### src/bsc_pkg.sv
`default_nettype none

package bsc_pkg;

  // Sprite geometry is fixed; only the display size varies.
  localparam int SPRITE_WIDTH  = 32;
  localparam int SPRITE_HEIGHT = 16;

  localparam int POS_X_W = 7;  // holds 0..96
  localparam int POS_Y_W = 6;  // holds 0..48

  localparam logic [15:0] STEP_INTERVAL_RST = 16'd50;

  typedef enum logic [0:0] {
    OP_TICK = 1'b0,
    OP_READ = 1'b1
  } op_e;

  // Sprite position after a transaction plus the move flag.
  typedef struct packed {
    logic [POS_X_W-1:0] pos_x;
    logic [POS_Y_W-1:0] pos_y;
    logic               moved;
  } motion_t;

  // Two pages of 32 column bytes, bit n = row n of the page.
  localparam logic [7:0] SPRITE_ROM [0:63] = '{
    8'h00, 8'h00, 8'h00, 8'hE0, 8'hEC, 8'hEC, 8'h0C, 8'h0C,
    8'h8C, 8'hDC, 8'hFC, 8'hFC, 8'h3C, 8'h7C, 8'hF8, 8'hE0,
    8'hC0, 8'hE0, 8'h70, 8'h38, 8'h1C, 8'hEC, 8'hEC, 8'h6C,
    8'h0C, 8'h0C, 8'h8C, 8'hF8, 8'hF8, 8'h70, 8'h00, 8'h00,
    8'h00, 8'h00, 8'h30, 8'h33, 8'h33, 8'h73, 8'h73, 8'h71,
    8'h79, 8'h79, 8'h78, 8'h78, 8'h58, 8'h58, 8'h59, 8'h5F,
    8'h5B, 8'h79, 8'h78, 8'h78, 8'h79, 8'h7B, 8'h73, 8'h73,
    8'h73, 8'h31, 8'h31, 8'h31, 8'h00, 8'h00, 8'h00, 8'h00
  };

endpackage

`default_nettype wire

### src/bsc_motion.sv
`default_nettype none

module bsc_motion #(
  parameter int MaxX = 96,
  parameter int MaxY = 16
) (
  input  wire logic                 clk_i,
  input  wire logic                 rst_ni,
  input  wire logic                 tick_i,      // tick transaction in the input register
  input  wire logic                 advance_i,   // that transaction moves on this edge
  input  wire logic [15:0]          now_ms_i,
  input  wire logic [15:0]          interval_i,
  output bsc_pkg::motion_t          motion_o
);

  localparam int XW = bsc_pkg::POS_X_W;
  localparam int YW = bsc_pkg::POS_Y_W;

  logic [XW-1:0] pos_x_q, pos_x_d;
  logic [YW-1:0] pos_y_q, pos_y_d;
  logic          neg_x_q, neg_x_d;
  logic          neg_y_q, neg_y_d;
  logic [15:0]   last_q;
  logic [15:0]   elapsed;
  logic          go;

  assign elapsed = now_ms_i - last_q;  // wraps mod 2^16
  assign go      = tick_i && (elapsed > interval_i);

  always_comb begin
    pos_x_d = pos_x_q;
    neg_x_d = neg_x_q;
    pos_y_d = pos_y_q;
    neg_y_d = neg_y_q;
    if (go) begin
      // hitting an edge: hold at the edge, reverse
      if (neg_x_q) begin
        if (pos_x_q == '0) neg_x_d = 1'b0;
        else               pos_x_d = pos_x_q - XW'(1);
      end else begin
        if (pos_x_q == XW'(MaxX)) neg_x_d = 1'b1;
        else                      pos_x_d = pos_x_q + XW'(1);
      end
      if (neg_y_q) begin
        if (pos_y_q == '0) neg_y_d = 1'b0;
        else               pos_y_d = pos_y_q - YW'(1);
      end else begin
        if (pos_y_q == YW'(MaxY)) neg_y_d = 1'b1;
        else                      pos_y_d = pos_y_q + YW'(1);
      end
    end
  end

  always_ff @(posedge clk_i or negedge rst_ni) begin
    if (!rst_ni) begin
      pos_x_q <= '0;
      pos_y_q <= '0;
      neg_x_q <= 1'b0;
      neg_y_q <= 1'b0;
      last_q  <= '0;
    end else if (advance_i) begin
      pos_x_q <= pos_x_d;
      pos_y_q <= pos_y_d;
      neg_x_q <= neg_x_d;
      neg_y_q <= neg_y_d;
      if (go) last_q <= now_ms_i;
    end
  end

  assign motion_o.pos_x = pos_x_d;
  assign motion_o.pos_y = pos_y_d;
  assign motion_o.moved = go;

endmodule

`default_nettype wire

### src/bsc_raster.sv
`default_nettype none

module bsc_raster #(
  parameter int DisplayWidth  = 128,
  parameter int DisplayHeight = 32
) (
  input  wire logic [1:0]                    page_i,
  input  wire logic [6:0]                    column_i,
  input  wire logic [bsc_pkg::POS_X_W-1:0]   pos_x_i,
  input  wire logic [bsc_pkg::POS_Y_W-1:0]   pos_y_i,
  output logic      [7:0]                    frame_byte_o
);

  logic [7:0]  sx;       // signed column offset into the sprite
  logic        col_hit;
  logic [15:0] col_bits; // one sprite column, both pages
  logic [7:0]  dy;       // signed row offset of bit 0
  logic [7:0]  sy  [8];
  logic [6:0]  row [8];

  assign sx = {1'b0, column_i} - {1'b0, pos_x_i};
  assign col_hit = ({1'b0, column_i} < 8'(DisplayWidth)) && !sx[7] && (sx[6:5] == 2'b00);

  assign col_bits = {bsc_pkg::SPRITE_ROM[{1'b1, sx[4:0]}],
                     bsc_pkg::SPRITE_ROM[{1'b0, sx[4:0]}]};

  assign dy = {3'b000, page_i, 3'b000} - {2'b00, pos_y_i};

  always_comb begin
    frame_byte_o = '0;
    for (int n = 0; n < 8; n++) begin
      sy[n]  = dy + 8'(n);
      row[n] = {2'b00, page_i, 3'(n)};
      if (col_hit && !sy[n][7] && (sy[n][6:4] == 3'b000) &&
          (row[n] < 7'(DisplayHeight))) begin
        frame_byte_o[n] = col_bits[sy[n][3:0]];
      end
    end
  end

endmodule

`default_nettype wire

### src/bouncing_sprite_compositor_core.sv
`default_nettype none
// Pipeline: each input transaction passes the input register, then the result register.
// Throughput: one transaction per cycle while out_stall_i does not hold a full result
//   register, with the position update and the two-byte sprite ROM lookup done combinationally.
// Reset (rst_ni low, asynchronous): pipeline empty, sprite at (0,0) moving right and
//   down, last move time 0, step_interval 50. No clearing pass is needed.

module bouncing_sprite_compositor_core #(
  parameter int DISPLAY_WIDTH  = 128,  // 32..128
  parameter int DISPLAY_HEIGHT = 32    // 16..64
) (
  input  wire logic        clk_i,
  input  wire logic        rst_ni,
  // configuration write channel
  input  wire logic        cfg_valid_i,
  output logic             cfg_ready_o,
  input  wire logic [15:0] cfg_data_i,
  // input channel
  input  wire logic        in_valid_i,
  output logic             in_stall_o,
  input  wire logic [0:0]  operation_i,
  input  wire logic [15:0] now_ms_i,
  input  wire logic [1:0]  page_i,
  input  wire logic [6:0]  column_i,
  // result channel
  output logic             out_valid_o,
  input  wire logic        out_stall_i,
  output logic [7:0]       frame_byte_o,
  output logic [6:0]       sprite_x_o,
  output logic [4:0]       sprite_y_o,
  output logic             moved_o
);

  localparam int MAX_X = DISPLAY_WIDTH - bsc_pkg::SPRITE_WIDTH;
  localparam int MAX_Y = DISPLAY_HEIGHT - bsc_pkg::SPRITE_HEIGHT;

  // Configuration: always ready; only written while idle is a rule for the user, not enforced here.
  logic [15:0] interval_q;

  assign cfg_ready_o = 1'b1;

  always_ff @(posedge clk_i or negedge rst_ni) begin
    if (!rst_ni) begin
      interval_q <= bsc_pkg::STEP_INTERVAL_RST;
    end else if (cfg_valid_i) begin
      interval_q <= cfg_data_i;
    end
  end

  // Input register stage.
  logic            s1_valid_q;
  bsc_pkg::op_e    op_q;
  logic [15:0]     now_q;
  logic [1:0]      page_q;
  logic [6:0]      column_q;

  // s1 hands off whenever the result register is free or being drained.
  logic adv2;
  logic accept;

  assign adv2       = s1_valid_q && (!out_valid_o || !out_stall_i);
  assign in_stall_o = s1_valid_q && !adv2;
  assign accept     = in_valid_i && !in_stall_o;

  always_ff @(posedge clk_i or negedge rst_ni) begin
    if (!rst_ni) begin
      s1_valid_q <= 1'b0;
    end else if (accept) begin
      s1_valid_q <= 1'b1;
    end else if (adv2) begin
      s1_valid_q <= 1'b0;
    end
  end

  always_ff @(posedge clk_i) begin
    if (accept) begin
      op_q     <= bsc_pkg::op_e'(operation_i);
      now_q    <= now_ms_i;
      page_q   <= page_i;
      column_q <= column_i;
    end
  end

  // Sprite motion state; commits when the transaction moves to the result register.
  bsc_pkg::motion_t motion;

  bsc_motion #(
    .MaxX (MAX_X),
    .MaxY (MAX_Y)
  ) u_motion (
    .clk_i      (clk_i),
    .rst_ni     (rst_ni),
    .tick_i     (s1_valid_q && (op_q == bsc_pkg::OP_TICK)),
    .advance_i  (adv2),
    .now_ms_i   (now_q),
    .interval_i (interval_q),
    .motion_o   (motion)
  );

  // Frame byte against the position as of this transaction (reads never move it).
  logic [7:0] pix;

  bsc_raster #(
    .DisplayWidth  (DISPLAY_WIDTH),
    .DisplayHeight (DISPLAY_HEIGHT)
  ) u_raster (
    .page_i       (page_q),
    .column_i     (column_q),
    .pos_x_i      (motion.pos_x),
    .pos_y_i      (motion.pos_y),
    .frame_byte_o (pix)
  );

  // Result register.
  logic out_valid_q;
  logic [7:0] pixel_q;
  logic [6:0] sx_q;
  logic [4:0] sy_q;
  logic       moved_q;

  always_ff @(posedge clk_i or negedge rst_ni) begin
    if (!rst_ni) begin
      out_valid_q <= 1'b0;
    end else if (adv2) begin
      out_valid_q <= 1'b1;
    end else if (!out_stall_i) begin
      out_valid_q <= 1'b0;
    end
  end

  always_ff @(posedge clk_i) begin
    if (adv2) begin
      pixel_q <= (op_q == bsc_pkg::OP_READ) ? pix : 8'h00;
      sx_q    <= motion.pos_x;
      sy_q    <= motion.pos_y[4:0];  // top row reported modulo 32
      moved_q <= motion.moved;
    end
  end

  assign out_valid_o  = out_valid_q;
  assign frame_byte_o = pixel_q;
  assign sprite_x_o   = sx_q;
  assign sprite_y_o   = sy_q;
  assign moved_o      = moved_q;

`ifndef SYNTH
  // A tick transaction never carries frame data.
  a_moved_no_pixels: assert property (@(posedge clk_i) disable iff (!rst_ni)
    out_valid_o && moved_o |-> frame_byte_o == 8'h00)
    else $error("moved result carries pixel data");

  // Sprite never leaves the horizontal range.
  a_x_in_range: assert property (@(posedge clk_i) disable iff (!rst_ni)
    out_valid_o |-> {1'b0, sprite_x_o} <= 8'(MAX_X))
    else $error("sprite_x out of range");

  // Input is stalled only while the input register holds a blocked transaction.
  a_stall_cause: assert property (@(posedge clk_i) disable iff (!rst_ni)
    in_stall_o |-> s1_valid_q && out_valid_o && out_stall_i)
    else $error("input stalled without cause");

  // A move by a tick that leaves the input register shows up as a moved result.
  a_moved_from_tick: assert property (@(posedge clk_i) disable iff (!rst_ni)
    adv2 && motion.moved |=> out_valid_o && moved_o)
    else $error("move lost on the way to the result register");
`endif

endmodule

`default_nettype wire

### config.mk
export PLATFORM = sky130hd
export DESIGN_NAME = bouncing_sprite_compositor_core
export DESIGN_NICKNAME = d
export VERILOG_FILES = /design/src/bsc_pkg.sv /design/src/bsc_motion.sv /design/src/bsc_raster.sv /design/src/bouncing_sprite_compositor_core.sv
export SDC_FILE = /design/constraint.sdc
export NUM_CORES = 1
export LEC_CHECK = 0
export ABC_AREA = 1
export BUFFER_PORTS_ARGS = -buffer_cell sky130_fd_sc_hd__buf_2
export CORE_MARGIN = 2
export CORE_UTILIZATION = 28
export CTS_CLUSTER_SIZE = 20
export DETAILED_ROUTE_END_ITERATION = 7
export SYNTH_ARGS = -nofsm -noshare
export SYNTH_HDL_FRONTEND = slang
export SYNTH_SLANG_ARGS = --single-unit
### constraint.sdc
create_clock -name clk_i -period 18.8 [get_ports clk_i]
set_input_delay 0.94 -clock clk_i [delete_from_list [all_inputs] [get_ports clk_i]]
set_output_delay 0.94 -clock clk_i [all_outputs]
set_load 0.03 [all_outputs]
* After elaboration in Yosys (flattened, before gate mapping)
Memories as Yosys holds them, arrays and structs flattened.
Cells that the tools add are included.
W data, S select, Z words.
** Word-level totals
- Flip-flop bits (word level) :: 96
- Memories kept :: 2
- Bits in read-only memories :: 1024
- Input bits :: 47
- Logic and storage cells :: 151
- Output and inout bits :: 24
** Operators by class
- $lt $le $gt $ge :: 11
- Bitwise logic cells :: 3
- $add $sub $neg :: 14
- Mux-type cells :: 38
- Equality and inequality tests :: 3
- Reduce and logical (&&, ||, !) cells :: 57
** Memory list
- (name not given) :: depth 64, width 8, read ports 1, clocked after memory_dff 0, wr ports 0, line bsc_raster.sv:24 : assign col_bits = {bsc_pkg::SPRITE_ROM[{1'b1, sx[4:0]}],
- (name not given) :: depth 64, width 8, read ports 1, clocked after memory_dff 0, wr ports 0, line bsc_raster.sv:25 : bsc_pkg::SPRITE_ROM[{1'b0, sx[4:0]}]};
** Operators with widths (count)
- $lt A4 B5 Y1 const B :: 8
- $add A8 B3 Y8 const B :: 4
- $bmux W1 S4 :: 8
- $mux W8 :: 4
- $mux W7 :: 4
- $logic_not A3 Y1 :: 8
- $mux W6 :: 4
- $logic_and A1 B1 Y1 :: 22
- $mux W1 :: 18
- $reduce_and A2 Y1 :: 9
- $add A8 B2 Y8 const B :: 2
- $gt A16 B16 Y1 :: 1
- $sub A16 B16 Y16 :: 1
- $ge A7 B7 Y1 const B :: 2
- $logic_not A1 Y1 :: 13
- $add A8 B1 Y8 const B :: 1
- $sub A7 B7 Y8 :: 1
- $add A7 B1 Y7 const B :: 1
- $eq A7 B7 Y1 const B :: 1
- $logic_not A7 Y1 :: 1
- $not A5 Y7 :: 1
- $not A6 Y7 :: 1
- $sub A5 B6 Y7 :: 1
- $sub A7 B1 Y7 const B :: 1
- 9 further kinds :: 9

* Depth between registers and ports, before layout
Gate-level depths: netlist of the first run.
- Word-level depth :: 11
- Depth in mapped cells :: 49
- Gate-level depth less buffers :: 48

* Hierarchy
From an unflattened synthesis of the first run, not the netlist that was laid out.
** Unflattened totals
- Cell total of the unflattened synthesis :: 1055
- Area, all modules :: 7674.9 um2
** By module, submodules not included
- bsc_motion :: instances 1, cells an instance 462, area an instance 3146.8 um2, seq. area each 775.7 um2
- bsc_raster :: instances 1, cells an instance 447, area an instance 2293.4 um2, seq. area each 0.0 um2
- bouncing_sprite_compositor_core :: instances 1, cells an instance 146, area an instance 2234.6 um2, seq. area each 1865.5 um2

* Worst setup path before layout of the first run
Ideal clock, no wire load.
- Path type :: flip-flop to flip-flop
- From :: register u_motion.last_q[0]
- To :: register pixel_q[4] (netlist: frame_byte_o[4]), data pin
- Arrival time :: 5.698 ns
- Library setup time :: 0.251 ns
- Period minus slack after synthesis :: 5.949 ns
- Data required time :: 18.549 ns
- Cell stages (with the launch flop) :: 43
- Buffers on the path :: 1
- Setup slack :: 12.851 ns
- Path through :: dfrtp_1 > ha_1 > fa_1 > inv_1 > a31oi_1 > o21ai_0 > nand2_1 > nand2_1 > a21oi_1 > o21ai_0 > nand2_1 > nand2_1 > a21oi_1 > xnor2_1 > ha_1 > nand2_1 > nor2_2 > nand2_1 > [7 not listed] > inv_1 > ha_1 > inv_1 > fa_1 > inv_1 > ha_1 > or2_2 > nand3_1 > nand2_1 > nand2_1 > nand2_1 > nand3_1 > and2_1 > o21ai_1 > o21ai_1 > nand2_1 > nand3_1 > nor2_1
** RTL lines
- from (decl) :: line bsc_motion.sv:23 : logic [15:0] last_q;
- from (signal assigned) :: line bsc_motion.sv:66 : if (go) last_q <= now_ms_i;
- to (signal assigned) :: line bouncing_sprite_compositor_core.sv:133 : pixel_q <= (op_q == bsc_pkg::OP_READ) ? pix : 8'h00;
- to (decl) :: line bouncing_sprite_compositor_core.sv:116 : logic [7:0] pixel_q;

==> impl_metrics.tcl, run 1 <==
set metrics [dict create \
    status "finished clean" \
    stdcell_area_um2 8550 \
    synth_area_um2 7580 \
    cap_violations 0 \
    place.gp.congestion 0.892 \
    fin_setup_tns_ps 0 \
    clock_sinks 96 \
    grt_usage_pct 13.8 \
    ys_ff_latch 96 \
    vias 6655 \
    start_kind "register" \
    syn_area_per_cell_um2 7.43 \
    postCtsHoldBufs 0 \
    hold_viol_final 0 \
    min_from "interval_q[1]" \
    synthAdderAreaFrac_pct 11.1 \
    netlist_instances 1020 \
    drive_above_1_share_pct 13.2 \
    cts_max_level 3 \
    synthSimpleGateAreaFrac_pct 30.2 \
    crit_path_frequent_cell "nand2_1" \
    whs_ps 500 \
    hold_end "interval_q[1]" \
    start_util_pct 28.3 \
    pin_count 71 \
    synth_area_leaders "edfxtp_1, nand2_1, dfrtp_1" \
    rows 60 \
    first_pass_iters 5 \
    grt_pass1_vias 6353 \
    coreArea_um2 26800 \
    drv_slew 0 \
    seq_area_frac_synth_pct 34.8 \
    die_y_um 169 \
    layout_worst_path_cycle_share_pct 38.4 \
    synth_top_family_by_area "simple AND/OR/NAND/NOR gates" \
    clk_latency_ps 360 \
    globalRoute.totalOverflow 0 \
    cpPeakStageDelay_ps 730 \
    grt_pass1_wl_um 31400 \
    reg2reg_depth 42 \
    reg2reg_slack_ps 11580 \
    cts_setup_buffers 0 \
    end_kind "register" \
    synth_nets 1133 \
    wire_per_inst_um 13.2 \
    timing.rr.end "frame_byte_o[7]" \
    tightest_slew_ps 879 \
    synthArstFlopShare_pct 51.0 \
    crit_type "reg -> reg" \
    cp.arrival_ps 7340 \
    dp_hpwl_um 14700 \
    ys_warn_count 0 \
    hold_depth 2 \
    antenna_cells 0 \
    dieArea_um2 28400 \
    cts.clk_slew.worst_paths_ps 80 \
    antenna_found_initial 0 \
    cts_buffers 9 \
    setup_viol 0 \
    synth_edf_count 47 \
    drc 0 \
    hold_class "reg -> reg" \
    drtAntennaViolNets 0 \
    synth_top_area_share_pct 18.6 \
    clock_path_buffers 2 \
    fin_nets 1194 \
    finClkSkew_ps 9.33 \
    grt_start_max_net_pins 50 \
    critical_path.max_fanout 15 \
    synth_compound_area_share_pct 10.8 \
    synthFlopType "edfxtp_1" \
    min_period_ps 7220 \
    area_growth_pct 12.7 \
    synth-xor-area-share_pct 3.93 \
    fin_util_pct 31.9 \
    rsz0062_at_grt "false" \
    io_buffers 69 \
    cp.required_ps 18930 \
    synth_cell_types 50 \
    cts_tree "built" \
    placed_cell_area_um2 8260 \
    r2r-start "now_q[2]" \
    post_cts_resize_count 0 \
    worst_slew_margin_rel_pct 41.0 \
    max_clock_freq_mhz 139 \
    yosysTopAreaCell "edfxtp_1" \
    drtIter0Drc 400 \
    cts-root-buf "clkbuf_16" \
    via_per_inst 4.66 \
    die_w_um 169 \
    cp_slowest_cell "xnor2_1" \
    synth_mux_area_share_pct 0.149 \
    routed_wl_um 18900 \
]
worst max-delay path, delay by kind of cell (launching register included):
kind / cells / cell delay, ps
AND/OR/NAND/NOR: 21 / 1650
AO/OA/AOI/OAI: 9 / 1610
adder cells (fa/ha/maj): 5 / 1560
XOR/XNOR: 3 / 1000
buffers and inverters: 4 / 780
flip-flops: 1 / 390
worst max-delay path by stage:
stage	cells past startpoint	from	end
after floorplan	42	u_motion.last_q[0]	frame_byte_o[4]
after global placement	42	now_q[2]	frame_byte_o[7]
after detailed placement	42	u_motion.last_q[0]	frame_byte_o[7]
after CTS	42	now_q[2]	frame_byte_o[7]
after global routing	42	now_q[2]	frame_byte_o[7]
final	42	now_q[2]	frame_byte_o[7]
final cells by class:
class,count,area [µm²]
fillers,2853,18300
inverters,145,547
clock inverters,7,63.8
clock buffers,9,225
well taps,341,427
flip-flops and latches,96,2640
repair buffers,73,375
multi-input cells,756,4270
cells in the mapped netlist, types with 3 or more instances:
| library cell | n |
|---|---|
| inv_1 | 133 |
| a21oi_1 | 33 |
| xnor2_1 | 11 |
| a21o_1 | 3 |
| nand3_1 | 82 |
| nand3_2 | 4 |
| nand4_1 | 9 |
| clkbuf_1 | 12 |
| o22ai_1 | 3 |
| buf_2 | 3 |
| o211ai_1 | 6 |
| nand3b_1 | 6 |
| edfxtp_1 | 47 |
| nor3_1 | 7 |
| buf_6 | 3 |
| dfstp_2 | 3 |
| o21bai_1 | 3 |
| dfrtp_1 | 46 |
| inv_2 | 8 |
| buf_4 | 5 |
| ha_1 | 64 |
| xor2_1 | 23 |
| nand2_4 | 6 |
| a31oi_1 | 5 |
| clkinv_1 | 3 |
| nor2_2 | 4 |
| nor2_1 | 49 |
| nand2_2 | 13 |
| nand2_1 | 310 |
| o21ai_1 | 7 |
| o21ai_0 | 83 |
stage by stage:
stage	setup WS (ps)	cells
finish	11580	1427
global route	10660	1427
CTS	11570	1427
detailed placement	11610	1411
global placement	11920	1411
floorplan	12850	1020
registers in the layout (all words and copies together), names as in the netlist, 5 cells and up:
name / cells
column_q: 7
frame_byte_o: 8
interval_q: 16
now_q: 16
sprite_x_o: 7
sprite_y_o: 5
u_motion.last_q: 16
u_motion.pos_x_q: 7
u_motion.pos_y_q: 6
cell families after synthesis:
kind of cell / Yosys count
compound gates: 151
xor+xnor: 34
fa+ha+maj: 66
buf+inv: 168
flops: 96
mux: 1
other cells: 1
simple gates: 503
cells in the final DEF, fill, tap and decap left out, drive strengths merged, types with 2 or more instances in the layout:
cell and n:
fa 2, ha 64, clkinv 5, a31oi 5, nand3b 6, nand3 88
and2 2, nor3 8, a21oi 33, a211oi 2, nand4 12, xnor2 11
clkbuf 9, o21bai 3, o22ai 3, o211ai 6, dfrtp 46, nor2 55
a21o 3, edfxtp 47, dfstp 3, o21ai 91, buf 73, xor2 23
nand2 331, inv 146
per-layer routing:
| layer | vias to the layer above | wire length [µm] | global-route usage (%) |
|---|---|---|---|
| met4 | 0 | 639 | 6.00 |
| li1 | 3428 | - | - |
| met3 | 35 | 599 | 2.17 |
| met1 | 3082 | 8750 | 17.6 |
| met2 | 110 | 8880 | 23.2 |
| met5 | - | 0 | 0 |
Power of run 1 is left out: the tool's default activity adds up to more than one toggle a clock period on the data nets, which glitch-free logic cannot reach.
==> inputs of run 2 (changes only) <==
- clock period: 18.8 -> 7.11 ns (I/O delays scaled with it)
==> run 2 against run 1 <==
Against the previous run:
- maximum frequency grew 11%
- critical path type unchanged
- first-iteration DRC count up 28%
- clock-buffer cell count up 2
- clock skew is 6.5 ps higher
- worst hold slack worse by 390 ps
- routed wire length about the same
- via count up 1.0%
- highest routed layer unchanged
- cell count is 0.35% higher
- sequential cell count is the same
- sequential share of layout area decreased by 0.33 points
==> impl_metrics.tcl, run 2 (synthesized netlist as in run 1, its figures left out) <==
set metrics [dict create \
    status "finished clean" \
    layout_worst_path_cycle_share_pct 91.8 \
    hold_class "in -> async" \
    path_buf_inv 5 \
    postCtsHoldBufs 0 \
    first_pass_iters 6 \
    io_buffers 69 \
    max_clock_freq_mhz 153 \
    die_w_um 169 \
    dieArea_um2 28400 \
    globalRoute.totalOverflow 0 \
    rows 60 \
    start_util_pct 28.3 \
    hold_viol_final 0 \
    cp.required_ps 7220 \
    crit_path_frequent_cell "nand2_1" \
    layout_common_cells "nand2_1, inv_1, nand3_1, o21ai_0, buf_2" \
    vias 6723 \
    die_y_um 169 \
    wire_per_inst_um 13.2 \
    whs_ps 109 \
    r2r-start "now_q[2]" \
    setup_viol 0 \
    pin_count 71 \
    place.gp.congestion 0.883 \
    critPathTopFamily "compound AO/OA/AOI/OAI gates" \
    clk_latency_ps 360 \
    cap_violations 0 \
    via_per_inst 4.69 \
    coreArea_um2 26800 \
    drtIter0Drc 514 \
    dp_cells 1412 \
    routed_wl_um 18900 \
    crit_type "reg -> reg" \
    critical_path.max_fanout 15 \
    startpoint "now_q[2]" \
    drtAntennaViolNets 0 \
    start_kind "register" \
    antenna_found_initial 0 \
    cpPeakStageDelay_ps 510 \
    worst_slew_margin_rel_pct 54.0 \
    grt_pass1_vias 6372 \
    grt_usage_pct 13.7 \
    min_period_ps 6520 \
    setup_slack_ps 586 \
    tightest_slew_ps 689 \
    fin_util_pct 32.2 \
    final_common_cell "nand2_1" \
    reg.largest.list "interval_q: 16 flops, now_q: 16 flops, u_motion.last_q: 16 flops" \
    end_kind "register" \
    cts_buffers 9 \
    drc 0 \
    fin_nets 1199 \
    drive_above_1_share_pct 13.8 \
    grt_start_max_net_pins 50 \
    antenna_cells 0 \
    dp_hpwl_um 14300 \
    area_growth_pct 13.9 \
    clock_sinks 96 \
    cp_slowest_cell "fa_1" \
    cts_max_level 3 \
    cts_tree "built" \
    place_ws_ps 330 \
    cts.clk_slew.worst_paths_ps 70 \
    cts-root-buf "clkbuf_16" \
    cp.arrival_ps 6640 \
    finClkSkew_ps 15.9 \
    grt_pass1_wl_um 31400 \
    nFillCells 2783 \
    instances_no_fill 1432 \
    drv_slew 0 \
    clock_path_buffers 2 \
]
## run 2: worst paths after layout
| kind | slack (ps) | cells past startpoint | to |
|---|---|---|---|
| max | 590 | 43 | frame_byte_o[5] |
| min | 110 | 2 | u_motion.last_q[4] |
| max reg2reg | 590 | 43 | frame_byte_o[5] |
| min reg2reg | 500 | 2 | interval_q[1] |
| max in group asynchronous | 6560 | 2 | u_motion.pos_x_q[0] |
| min in group clk_i | 170 | 1 | now_q[14] |
## run 2: routing by layer
| layer | global-route usage [%] | share of wire, % | vias to the layer above |
|---|---|---|---|
| li1 | - | - | 3444 |
| met4 | 4.84 | 1.9 | 0 |
| met2 | 24.0 | 48 | 136 |
| met1 | 17.4 | 46 | 3125 |
| met5 | 0 | 0 | - |
| met3 | 1.80 | 3.7 | 18 |
## run 2: stage by stage
step	area, µm²	setup TNS (ps)
after floorplan	7580	0
after detailed placement	8270	0
after CTS	8580	0
after global placement	8270	0
after global routing	8640	-12.1
final	8640	0
## run 2: cell type report
| type | instances | area [µm²] | share of cell area, % |
|---|---|---|---|
| Sequential cell | 96 | 2640 | 30.6 |
| Inverter | 145 | 551 | 6.37 |
| Tap cell | 341 | 427 | 4.94 |
| Timing Repair Buffer | 78 | 413 | 4.78 |
| Clock buffer | 11 | 254 | 2.94 |
| Clock inverter | 5 | 60.1 | 0.695 |
| Multi-Input combinational cell | 756 | 4290 | 49.7 |
## run 2: timing repair
item / in CTS / in global routing
endpoints found under the setup margin: 0 / 8
buffers inserted: 0 / 4
resized for setup: 0 / 10
Power of run 2 is left out for the same reason.
